`src/rtl/core/bfmc_pkg.sv`:
```
// shared constants and types of the box filter mip chain
package bfmc_pkg;

	localparam int MAX_WIDTH_LOG2 = 12;
	localparam int MAX_LEVELS     = 10;
	localparam int STORE_DEPTH    = 1 << MAX_WIDTH_LOG2;
	localparam int ADDR_W         = MAX_WIDTH_LOG2;
	localparam int CNT_W          = MAX_WIDTH_LOG2;
	localparam int POS_W          = MAX_WIDTH_LOG2 - 1;
	localparam int LV_W           = 4;
	localparam int LOG_W          = 4;
	localparam int CH_W           = 8;
	localparam int PIX_W          = 4 * CH_W;
	localparam int PSUM_W         = 4 * (CH_W + 1);
	localparam int QUEUE_DEPTH    = 4;
	localparam int QPTR_W         = 2;
	localparam int CFG_IDX_W      = 2;

	localparam logic [CFG_IDX_W-1:0] REG_WIDTH_LOG2  = 2'd0;
	localparam logic [CFG_IDX_W-1:0] REG_HEIGHT_LOG2 = 2'd1;
	localparam logic [CFG_IDX_W-1:0] REG_LEVELS      = 2'd2;

	localparam logic [LOG_W-1:0] RST_WIDTH_LOG2  = 4'd8;
	localparam logic [LOG_W-1:0] RST_HEIGHT_LOG2 = 4'd8;
	localparam logic [LOG_W-1:0] RST_LEVELS      = 4'd6;

	typedef struct packed {
		logic             clr;
		logic [LOG_W-1:0] wl;
		logic [LOG_W-1:0] hl;
		logic [LV_W-1:0]  eff;
	} ctl_t;

	typedef struct packed {
		logic [LV_W-1:0]  level;
		logic [POS_W-1:0] col;
		logic [POS_W-1:0] row;
		logic [PIX_W-1:0] pix;
	} res_t;

endpackage

```
`src/rtl/core/bfmc_if.sv`:
```
// channel interfaces: config writes, base pixels, produced mip pixels
interface bfmc_cfg_if;
	import bfmc_pkg::*;
	logic                 valid;
	logic                 ready;
	logic [CFG_IDX_W-1:0] index;
	logic [LOG_W-1:0]     data;
	modport source (output valid, index, data, input ready);
	modport sink   (input valid, index, data, output ready);
endinterface

interface bfmc_pix_if;
	logic       valid;
	logic       ready;
	logic [7:0] red_in;
	logic [7:0] green_in;
	logic [7:0] blue_in;
	logic [7:0] alpha_in;
	modport source (output valid, red_in, green_in, blue_in, alpha_in, input ready);
	modport sink   (input valid, red_in, green_in, blue_in, alpha_in, output ready);
endinterface


```
`src/rtl/core/bfmc_front.sv`:
```
// front end: config registers, level clamp and pixel queue
module bfmc_front
	import bfmc_pkg::*;
(
	input  logic              clk,
	input  logic              arst_n,
	bfmc_cfg_if.sink          cfg,
	bfmc_pix_if.sink          pixel,
	output ctl_t              ctl,
	output logic              q_valid,
	input  logic              q_ready,
	output logic [PIX_W-1:0]  q_pix
);

	logic [LOG_W-1:0]  width_log2_q;
	logic [LOG_W-1:0]  height_log2_q;
	logic [LOG_W-1:0]  levels_q;
	logic [LOG_W-1:0]  wl;
	logic [LOG_W-1:0]  hl;
	logic [LOG_W-1:0]  eff;
	logic              cfg_hit;
	logic [PIX_W-1:0]  queue_q [QUEUE_DEPTH];
	logic [QPTR_W-1:0] wr_ptr_q;
	logic [QPTR_W-1:0] rd_ptr_q;
	logic [QPTR_W:0]   count_q;
	logic              push;
	logic              pop;

	assign cfg.ready = 1'b1;
	assign cfg_hit   = cfg.valid && (cfg.index == REG_WIDTH_LOG2 ||
		cfg.index == REG_HEIGHT_LOG2 || cfg.index == REG_LEVELS);

	always_ff @(posedge clk or negedge arst_n) begin
		if (!arst_n) begin
			width_log2_q  <= RST_WIDTH_LOG2;
			height_log2_q <= RST_HEIGHT_LOG2;
			levels_q      <= RST_LEVELS;
		end else if (cfg.valid) begin
			unique case (cfg.index)
				REG_WIDTH_LOG2:  width_log2_q  <= cfg.data;
				REG_HEIGHT_LOG2: height_log2_q <= cfg.data;
				REG_LEVELS:      levels_q      <= cfg.data;
				default: ;
			endcase
		end
	end

	always_comb begin
		wl  = (width_log2_q > LOG_W'(MAX_WIDTH_LOG2)) ? LOG_W'(MAX_WIDTH_LOG2) : width_log2_q;
		hl  = (height_log2_q > LOG_W'(MAX_WIDTH_LOG2)) ? LOG_W'(MAX_WIDTH_LOG2) : height_log2_q;
		eff = levels_q;
		if (eff > wl) eff = wl;
		if (eff > hl) eff = hl;
		if (eff > LOG_W'(MAX_LEVELS)) eff = LOG_W'(MAX_LEVELS);
	end

	assign ctl.clr = cfg_hit;
	assign ctl.wl  = wl;
	assign ctl.hl  = hl;
	assign ctl.eff = LV_W'(eff);

	// pixel queue
	assign pixel.ready = (count_q != (QPTR_W+1)'(QUEUE_DEPTH));
	assign push        = pixel.valid && pixel.ready;
	assign q_valid     = (count_q != '0);
	assign pop         = q_valid && q_ready;
	assign q_pix       = queue_q[rd_ptr_q];

	always_ff @(posedge clk) begin
		if (push) begin
			queue_q[wr_ptr_q] <= {pixel.alpha_in, pixel.blue_in, pixel.green_in, pixel.red_in};
		end
	end

	always_ff @(posedge clk or negedge arst_n) begin
		if (!arst_n) begin
			wr_ptr_q <= '0;
			rd_ptr_q <= '0;
			count_q  <= '0;
		end else begin
			if (push) wr_ptr_q <= wr_ptr_q + 1'b1;
			if (pop) rd_ptr_q <= rd_ptr_q + 1'b1;
			if (push && !pop) count_q <= count_q + 1'b1;
			else if (pop && !push) count_q <= count_q - 1'b1;
		end
	end

endmodule

```
`src/flat_wrapper.sv`:
```
// flat-port wrapper written by rule: the top's interface ports become plain ports
module bfmc_front_flat import bfmc_pkg::*;
  (clk, arst_n, ctl, q_valid, q_ready, q_pix, cfg_valid, cfg_index, cfg_data, cfg_ready, pixel_valid, pixel_red_in, pixel_green_in, pixel_blue_in, pixel_alpha_in, pixel_ready);
  bfmc_cfg_if cfg_i ();
  bfmc_pix_if pixel_i ();
  input  logic clk;
  input  logic arst_n;
  output ctl_t ctl;
  output logic q_valid;
  input  logic q_ready;
  output logic [PIX_W-1:0] q_pix;
  input wire logic [$bits(cfg_i.valid)-1:0] cfg_valid;
  input wire logic [$bits(cfg_i.index)-1:0] cfg_index;
  input wire logic [$bits(cfg_i.data)-1:0] cfg_data;
  output wire logic [$bits(cfg_i.ready)-1:0] cfg_ready;
  input wire logic [$bits(pixel_i.valid)-1:0] pixel_valid;
  input wire logic [$bits(pixel_i.red_in)-1:0] pixel_red_in;
  input wire logic [$bits(pixel_i.green_in)-1:0] pixel_green_in;
  input wire logic [$bits(pixel_i.blue_in)-1:0] pixel_blue_in;
  input wire logic [$bits(pixel_i.alpha_in)-1:0] pixel_alpha_in;
  output wire logic [$bits(pixel_i.ready)-1:0] pixel_ready;
  assign cfg_i.valid = cfg_valid;
  assign cfg_i.index = cfg_index;
  assign cfg_i.data = cfg_data;
  assign cfg_ready = cfg_i.ready;
  assign pixel_i.valid = pixel_valid;
  assign pixel_i.red_in = pixel_red_in;
  assign pixel_i.green_in = pixel_green_in;
  assign pixel_i.blue_in = pixel_blue_in;
  assign pixel_i.alpha_in = pixel_alpha_in;
  assign pixel_ready = pixel_i.ready;
  bfmc_front u_core (.clk(clk), .arst_n(arst_n), .cfg(cfg_i), .pixel(pixel_i), .ctl(ctl), .q_valid(q_valid), .q_ready(q_ready), .q_pix(q_pix));
endmodule
```
`config.mk`:
```
export PLATFORM = sky130hd
export DESIGN_NAME = bfmc_front_flat
export DESIGN_NICKNAME = d
export VERILOG_FILES = /design/src/rtl/core/bfmc_pkg.sv /design/src/rtl/core/bfmc_if.sv /design/src/rtl/core/bfmc_front.sv /design/src/flat_wrapper.sv
export SDC_FILE = /design/constraint.sdc
export NUM_CORES = 1
export LEC_CHECK = 0
export BUFFER_PORTS_ARGS = -buffer_cell sky130_fd_sc_hd__buf_2
export CAP_MARGIN = 30
export CORE_MARGIN = 4
export CORE_UTILIZATION = 40
export DETAILED_ROUTE_END_ITERATION = 10
export PLACE_DENSITY_LB_ADDON = 0.2
export SYNTH_ARGS = -nofsm -noshare
export SYNTH_HDL_FRONTEND = slang
export SYNTH_SLANG_ARGS = --single-unit
```
`constraint.sdc`:
```
create_clock -name clk -period 3.62 [get_ports clk]
set_input_delay 0.543 -clock clk [delete_from_list [all_inputs] [get_ports clk]]
set_output_delay 0.543 -clock clk [all_outputs]
set_load 0.03 [all_outputs]
```
### Word-level counts from Yosys, hierarchy flattened

Memory sizes are Yosys's and may differ from the RTL's.
Index checks and enable logic that the tools add are counted.

| word-level totals | value |
|---|---|
| register bits | 19 |
| latch bits | 0 |
| memories | 1 |
| logic and storage cells | 43 |
| bits of input ports | 43 |
| RAM bits | 128 |
| output and inout port bits | 48 |
| bits in read-only memories | 0 |

| cells by class | value |
|---|---|
| equality and inequality tests | 3 |
| multiply operators | 0 |
| divide/modulo/power cells | 0 |
| reduce and logical (&&, ||, !) cells | 15 |
| bitwise logic cells | 0 |
| add/sub/neg operators | 4 |
| order comparisons | 5 |
| shifts and indexed selects | 0 |
| muxes and demuxes | 9 |

Memories:

| name | words | width | rd ports | clocked after Yosys merged registers in | wr ports | line | text |
|---|---|---|---|---|---|---|---|
| u_core.queue_q | 4 | 32 | 1 | 0 | 1 | bfmc_front.sv:22 | `logic [PIX_W-1:0] queue_q [QUEUE_DEPTH];` |

Operators by type and width:

| operator | count |
|---|---|
| $mux 4 | 5 |
| $gt 4x4->1 const B | 3 |
| $gt 4x4->1 | 2 |
| $mux 3 | 2 |
| $reduce_and 2->1 | 3 |
| $logic_and 1x1->1 | 5 |
| $add 2x1->2 const B | 2 |
| $add 3x1->3 const B | 1 |
| $ne 3x3->1 const B | 1 |
| $reduce_bool 3->1 | 1 |
| $sub 3x1->3 const B | 1 |
| $eq 2x1->1 const B | 1 |
| $eq 2x2->1 const B | 1 |
| $logic_not 1->1 | 2 |
| $logic_not 2->1 | 1 |
| $logic_or 1x1->1 | 2 |
| $mux 1 | 2 |
| $reduce_bool 2->1 | 1 |

### Logic depth before layout (Yosys ltp)

Gate-level depths: netlist (run 1).

| depth | value |
|---|---|
| word-level depth | 8 |
| gate-level depth with buffers | 14 |

### Least setup slack after synthesis (run 1)

No wires, ideal clock.

| timing path | value |
|---|---|
| path kind | reg2out |
| from | register u_core.width_log2_q[2] |
| to | output ctl[0] in the netlist's numbering |
| data required time | 3.077 ns |
| stages on the path, launching flop included | 15 |
| arrival time | 4.538 ns |
| slack | -1.461 ns |
| path buffers | 1 |
| cell sequence | dfrtp_1 -> a21boi_0 -> inv_1 -> ha_1 -> nor2b_1 -> o2111a_1 -> o31ai_2 -> nand2_1 -> ha_1 -> and3b_1 -> a2111oi_2 -> or2_1 -> buf_6 -> a31oi_2 -> a221oi_2 |

RTL lines:

| what | line | text |
|---|---|---|
| from (decl) | bfmc_front.sv:15 | `logic [LOG_W-1:0] width_log2_q;` |
| from (signal assigned) | bfmc_front.sv:40 | `REG_WIDTH_LOG2: width_log2_q <= cfg.data;` |
| to (decl) | flat_wrapper.sv:8 | `output ctl_t ctl;` |

==> results.yml, run 1 <==
worst_setup_path:
  worst_path_largest_cell_delay_ns: 0.58
  path_delay_family: "compound AO/OA/AOI/OAI gates"
  worstPathBufferInverterCount: 3
  crit_type: "register to output port"
  cp_data_required_time_ns: 3.08
  crit_chain: "a21boi_4 -> inv_2 -> ha_4 -> nor2b_4 -> o2111a_2 -> o31ai_4 -> nand2_1 -> ha_1 -> and3b_2 -> a2111oi_4 -> buf_4 -> nor4_2 -> a41oi_4 -> a221oi_4 -> buf_6"
  critical_path_arrival_ns: 3.53
  worst_setup_path_start_kind: "register"
  worst-path-max-fanout: 4
  crit_slowest_cell: "dfstp_2"
  crit_path_end_kind: "output port"
cells_and_area:
  final_nets: 473
  layout-area-overhead-vs-synth_pct: 27.34
  layout.filler_cells: 1208
  drive_gt1_frac: 0.5256
  insertedDiodeCount: 0
synth:
  synthesis.area_mm2: 0.005932
  number_of_storage_elements_in_the_synthesis_netlist: 147
  synth-main-ff-cell: "edfxtp_1"
  syn_area_per_cell_um2: 19.91
  yosysMostFrequentCell: "edfxtp_1"
  yosys-top-cells-area: "edfxtp_1 (65%), mux4_2 (12%), dfrtp_1 (6.3%)"
  synth_common_cells: "edfxtp_1 (128), mux4_2 (32), dfrtp_1 (15)"
  seq_area_frac_synth: 0.7290
  synth.yosys.warnings: 0
  synth_top_area_frac: 0.6480
  synth_cells: 298
  postSynthNetCount: 354
  yosysUniqueCellTypes: 49
  synth-edff-count: 128
  async_reset_ff_frac: 0.1293
  dominant_cell_type_by_area_after_synthesis: "edfxtp_1"
route:
  viasPerCell: 5.099
  firstDrtPassIters: 4
  routed_via_count: 3131
  drt-initial-drc-count: 181
  detail_route.wl_per_cell_um: 18.63
  wl_um: 11440
  postRouteAntennaNets: 0
  drc: 0
run_status:
  violations: "negative setup slack"
  outcome: "finished with violations"
timing:
  setup_viol: 4
  finalCriticalPeriod_ns: 4.077
  tns_ns: -1.496
  finalCritPeriodShare: 1.126
  setup_repair_after_global_routing_missed_its_margin: "true"
  final_critical_path_setup_slack_ns: -0.4572
  clock-skew-final_ns: 0.006387
  hold_violations: 0
  worst_slew_pin_slew_ns: 0.9016
  highest_clock_rate_mhz: 245.3
  maxSlewHeadroom: 0.3989
  finalMaxSlewViolations: 0
clock_network:
  clock_tree.htree_level_count: 4
  buffer_depth_of_the_longest_clock_path: 2
  tritoncts: "yes"
  cts_made_buffers: 17
  clk_root_buffer_cell: "clkbuf_16"
  insertion_delay_ns: 0.41
  cts.reportedPaths.clkPinSlew_ns: 0.06
  clkSinkCount: 147
floorplanning:
  fp-row-count: 44
  ios: 91
  core_mm2: 0.01453
  die_h_um: 129.8
  floorplan.die_area_mm2: 0.01684
  start_util: 0.4081
  fp.dieW_um: 129.8
global_route:
  antenna_found_initial: 2
  number_of_global_route_vias_before_repair: 3358
  grt_usage: 0.1457
  globalRoute.totalOverflow: 0
  grt_start_max_net_pins: 34
  global_route_wire_length_before_repair_um: 17970
pwr:
  p_leak_nw: 2.770
  vdd_drop_max_mv: 0.4194
  cellPowerDensity_mw_per_mm2: 926.9
flow_run:
  drv.max_cap_violation_count: 0
min_path:
  hp-class: "input port to async pin"
placed_design:
  dpl.hpwl_um: 7350
  place_ws_ns: -0.2317
  placement.io_buffers: 89
  gp_congestion: 0.7925
-- layout by cell type, fill, tap and decap left out, types with 3 or more instances in the layout --
| cell | instances |
|---|---|
| dfstp_2 | 4 |
| nor2_1 | 4 |
| buf_4 | 23 |
| clkinv_1 | 3 |
| dfrtp_1 | 12 |
| mux4_2 | 32 |
| edfxtp_1 | 128 |
| and3_2 | 4 |
| ha_4 | 3 |
| ha_1 | 9 |
| clkinv_2 | 5 |
| bufinv_16 | 3 |
| buf_2 | 85 |
| inv_1 | 9 |
| buf_6 | 7 |
| xnor2_1 | 4 |
| nand2_1 | 9 |
| mux2_2 | 12 |
| clkbuf_16 | 17 |
| dfrtp_2 | 3 |
| nand4_1 | 3 |
-- flip-flops by register name, summed over array words and instances (netlist names) --
name	count
u_core.height_log2_q	4
u_core.rd_ptr_q	2
u_core.wr_ptr_q	2
u_core.count_q	3
u_core.queue_q	128
u_core.width_log2_q	4
u_core.levels_q	4
-- power by group --
| part | internal [mW] | switching [mW] | leakage [nW] |
|---|---|---|---|
| registers | 2.24 | 0.252 | 1.39 |
| logic | 1.23 | 1.59 | 1.10 |
| clock network | 1.07 | 0.626 | 0.279 |
-- area by class of cell --
type                            count  area, um^2  area share
Clock buffer                       19       432.9     0.05731
Clock inverter                     13       141.4     0.01872
Inverter                           10       37.54    0.004969
Multi-Input combinational cell    126        1707      0.2259
Sequential cell                   147        4328      0.5730
Tap cell                          184       230.2     0.03048
Timing Repair Buffer              115       676.9     0.08961
-- worst paths after layout --
| check | from | to | slack [ns] | cells after the start |
|---|---|---|---|---|
| min in group clk | pixel_blue_in[0] | u_core.queue_q[1][16] | 0.35 | 1 |
| max in group asynchronous | arst_n | u_core.height_log2_q[3] | 3.22 | 1 |
| setup reg to reg | u_core.count_q[0] | u_core.count_q[2] | 1.53 | 8 |
| hold reg to reg | u_core.count_q[2] | u_core.count_q[2] | 0.50 | 1 |
| hold / removal | arst_n | u_core.count_q[0] | 0.07 | 1 |
| setup / recovery | u_core.width_log2_q[3] | ctl[0] | -0.46 | 15 |
-- layer usage --
| metal | up-vias | track usage | routed length [um] |
|---|---|---|---|
| li1 | 1438 | - | - |
| met1 | 1590 | 0.1796 | 4857 |
| met2 | 78 | 0.2290 | 5597 |
| met3 | 21 | 0.06017 | 737 |
| met4 | 4 | 0.06051 | 229 |
| met5 | - | 0 | 17 |
-- timing repair --
action / in CTS / in global routing
cloned: 0 / 0
setup buffers: 4 / 2
endpoints found under the hold margin: 0 / 0
hold buffers: 0 / 0
pin swaps: 4 / 7
resized for setup: 24 / 6
setup endpoints to repair: 4 / 4
-- metrics by stage --
step | hold slack, ns | utilization | area (um^2) | total power [mW] | cells
finish | 0.06588 | 0.5197 | 7553 | 7.001 | 614
global route | 0.08781 | 0.5197 | 7553 | 7.377 | 614
CTS | 0.06237 | 0.5160 | 7500 | 7.034 | 613
detailed placement | 0.4904 | 0.4680 | 6802 | 5.149 | 578
global placement | 0.4796 | 0.4680 | 6802 | 5.102 | 578
floorplan | 0.2474 | - | 6028 | 4.337 | 298
-- kinds of logic (layout without fill, tap and decap cells) --
family | Yosys count | in the layout | synth area share
compound gates | 22 | 22 | 0.03312
xor+xnor | 6 | 6 | 0.008859
fa+ha+maj | 13 | 13 | 0.02869
buf+inv | 25 | 157 | 0.01898
flops | 147 | 147 | 0.7290
mux | 45 | 45 | 0.1460
other cells | 1 | 1 | 0.0006322
simple gates | 39 | 39 | 0.03481
Power figures use the tool's default switching activity.
==> run 2, diff against run 1 <==
--- a/config.mk
+++ b/config.mk
@@ -5,11 +5,11 @@
 export SDC_FILE = /design/constraint.sdc
 export NUM_CORES = 1
 export LEC_CHECK = 0
-export BUFFER_PORTS_ARGS = -buffer_cell sky130_fd_sc_hd__buf_2
 export CAP_MARGIN = 30
 export CORE_MARGIN = 4
 export CORE_UTILIZATION = 40
 export DETAILED_ROUTE_END_ITERATION = 10
+export DONT_BUFFER_PORTS = 1
 export PLACE_DENSITY_LB_ADDON = 0.2
 export SYNTH_ARGS = -nofsm -noshare
 export SYNTH_HDL_FRONTEND = slang
==> run 2 against run 1 <==
Effect of this change:
- the flow still finishes with violations (negative setup slack)
- clock skew up 0.0023 ns
- core utilization down 3.4 points
- non-clock buffer count down 87
==> results.yml, run 2 (same netlist as run 1, synthesis figures left out) <==
worst_setup_path:
  crit_chain: "a21boi_4 -> inv_2 -> ha_4 -> nor2b_4 -> o2111a_2 -> o31ai_4 -> nand2_2 -> ha_4 -> and3b_2 -> a2111oi_4 -> or2_4 -> a41oi_2 -> a221oi_4 -> buf_12"
  critical_path_arrival_ns: 3.50
  crit_path_end_kind: "output port"
  timing.reg2reg.setup_slack_ns: 1.31
  crit_type: "register to output port"
  worst_path_largest_cell_delay_ns: 0.58
  endpoint_of_the_lowest_slack_register_to_register_path: "u_core.count_q[2]"
  timing.critical_path.mode_cell: "ha_4"
  worst_setup_path_start_kind: "register"
  worst-path-max-fanout: 4
  crit_slowest_cell: "dfstp_2"
  timing.reg2reg.worst_path_depth: 8
  timing.rr.start: "u_core.count_q[0]"
  cp_data_required_time_ns: 3.08
timing:
  finalHoldWorstSlack_ns: 0.2275
  finalCritPeriodShare: 1.117
  finalCriticalPeriod_ns: 4.044
  final_critical_path_setup_slack_ns: -0.4237
  setup_viol: 4
  hold_violations: 0
  maxSlewHeadroom: 0.3586
  highest_clock_rate_mhz: 247.3
  worst_slew_pin_slew_ns: 0.9535
  setup_repair_after_global_routing_missed_its_margin: "true"
  tns_ns: -1.315
  clock-skew-final_ns: 0.008704
  finalMaxSlewViolations: 0
clock_network:
  insertion_delay_ns: 0.41
  clock_tree.htree_level_count: 4
  clkSinkCount: 147
  clk_root_buffer_cell: "clkbuf_16"
  cts_made_buffers: 17
  cts.reportedPaths.clkPinSlew_ns: 0.06
  buffer_depth_of_the_longest_clock_path: 2
  tritoncts: "yes"
floorplanning:
  ios: 91
  start_util: 0.4081
  fp-row-count: 44
  fp.dieW_um: 129.8
  floorplan.die_area_mm2: 0.01684
  die_h_um: 129.8
  core_mm2: 0.01453
min_path:
  worstHoldEndpoint: "u_core.queue_q[2][28]"
  min_delay_path_depth: 0
  worstHoldStart: "pixel_alpha_in[4]"
  hp-class: "input port to register"
route:
  firstDrtPassIters: 4
  postRouteAntennaNets: 0
  detail_route.wl_per_cell_um: 20.89
  wl_um: 11010
  drt-initial-drc-count: 134
  viasPerCell: 5.290
  routed_via_count: 2788
  drc: 0
placed_design:
  place_ws_ns: -0.1526
  placement.io_buffers: 0
  postPlaceCellArea_mm2: 0.006419
  gp_congestion: 0.8505
  dpl.hpwl_um: 7007
run_status:
  violations: "negative setup slack"
  outcome: "finished with violations"
global_route:
  number_of_global_route_vias_before_repair: 3061
  gr-usage-met1: 0.1694
  global_route_wire_length_before_repair_um: 17290
  grtUsageMet3: 0.06508
  grt_usage: 0.1406
  grt_start_max_net_pins: 34
  global_route.peak_usage_layer: "met2"
  grt_use_met2: 0.2260
  globalRoute.totalOverflow: 0
  antenna_found_initial: 0
cells_and_area:
  commonest_non_fill_non_tap_cells_in_the_layout: "edfxtp_1 (128), mux4_2 (32), buf_4 (22)"
  regArea_mm2: 0.004328
  multi_input_comb_area_mm2: 0.001697
  insertedDiodeCount: 0
  largest_register_ffs: 128
  final_common_cell: "edfxtp_1"
  layout.filler_cells: 1220
  design_area_mm2: 0.007054
  final_nets: 386
  layout-area-overhead-vs-synth_pct: 18.92
  registers.top_by_ff_count: "u_core.queue_q"
  drive_gt1_frac: 0.3848
pwr:
  vdd_drop_max_mv: 0.5025
  cellPowerDensity_mw_per_mm2: 926.4
  p_leak_nw: 2.388
  total_power_mw: 6.535
flow_run:
  drv.max_cap_violation_count: 0
==> run 2: critical path, delay by kind of cell (launching register included) <==
kind	cells	cell delay, ns
fa+ha+maj	2	0.41
flops	1	0.58
buf+inv	2	0.22
compound gates	6	1.22
simple gates	4	0.65
==> run 2: how the worst max path moves through the flow <==
stage | start | end | slack [ns]
2_1_floorplan | u_core.width_log2_q[2] | ctl[0] | -0.39
3_3_place_gp | u_core.width_log2_q[3] | ctl[0] | -0.08
3_5_place_dp | u_core.width_log2_q[3] | ctl[0] | -0.15
4_1_cts | u_core.width_log2_q[3] | ctl[0] | -0.46
5_1_grt | u_core.width_log2_q[3] | ctl[0] | -0.58
6_report | u_core.width_log2_q[3] | ctl[0] | -0.42
==> run 2: cell type report <==
cell class | instances | area share
multi-input cells | 126 | 0.2405
clock inverters | 8 | 0.008691
repair buffers | 28 | 0.03530
clock buffers | 24 | 0.06403
inverters | 10 | 0.005321
flip-flops and latches | 147 | 0.6135
well taps | 184 | 0.03264
==> run 2: per-stage QoR <==
stage / cells / utilization
6_report: 527 / 0.4854
3_5_place_dp: 494 / 0.4416
5_1_grt: 527 / 0.4854
3_3_place_gp: 494 / 0.4416
2_1_floorplan: 298 / -
4_1_cts: 526 / 0.4810
==> run 2: power breakdown <==
group / internal [mW] / total (mW) / switching, mW
registers: 2.24 / 2.48 / 0.233
logic: 1.03 / 2.54 / 1.51
clock network: 0.930 / 1.52 / 0.592
==> run 2: timing repair <==
item / CTS / global route
setup buffers: 0 / 1
hold buffers: 1 / 0
pin swaps: 3 / 2
endpoints found under the hold margin: 19 / 0
resized for setup: 12 / 9
setup endpoints to repair: 4 / 4
==> run 2: metal layers <==
layer  vias up  wire length [um]  share of wire
li1       1265                 -              -
met1      1444              4467           0.41
met2        66              5524           0.50
met3        13               862          0.078
met5         -                 0              0
met4         0               153          0.014
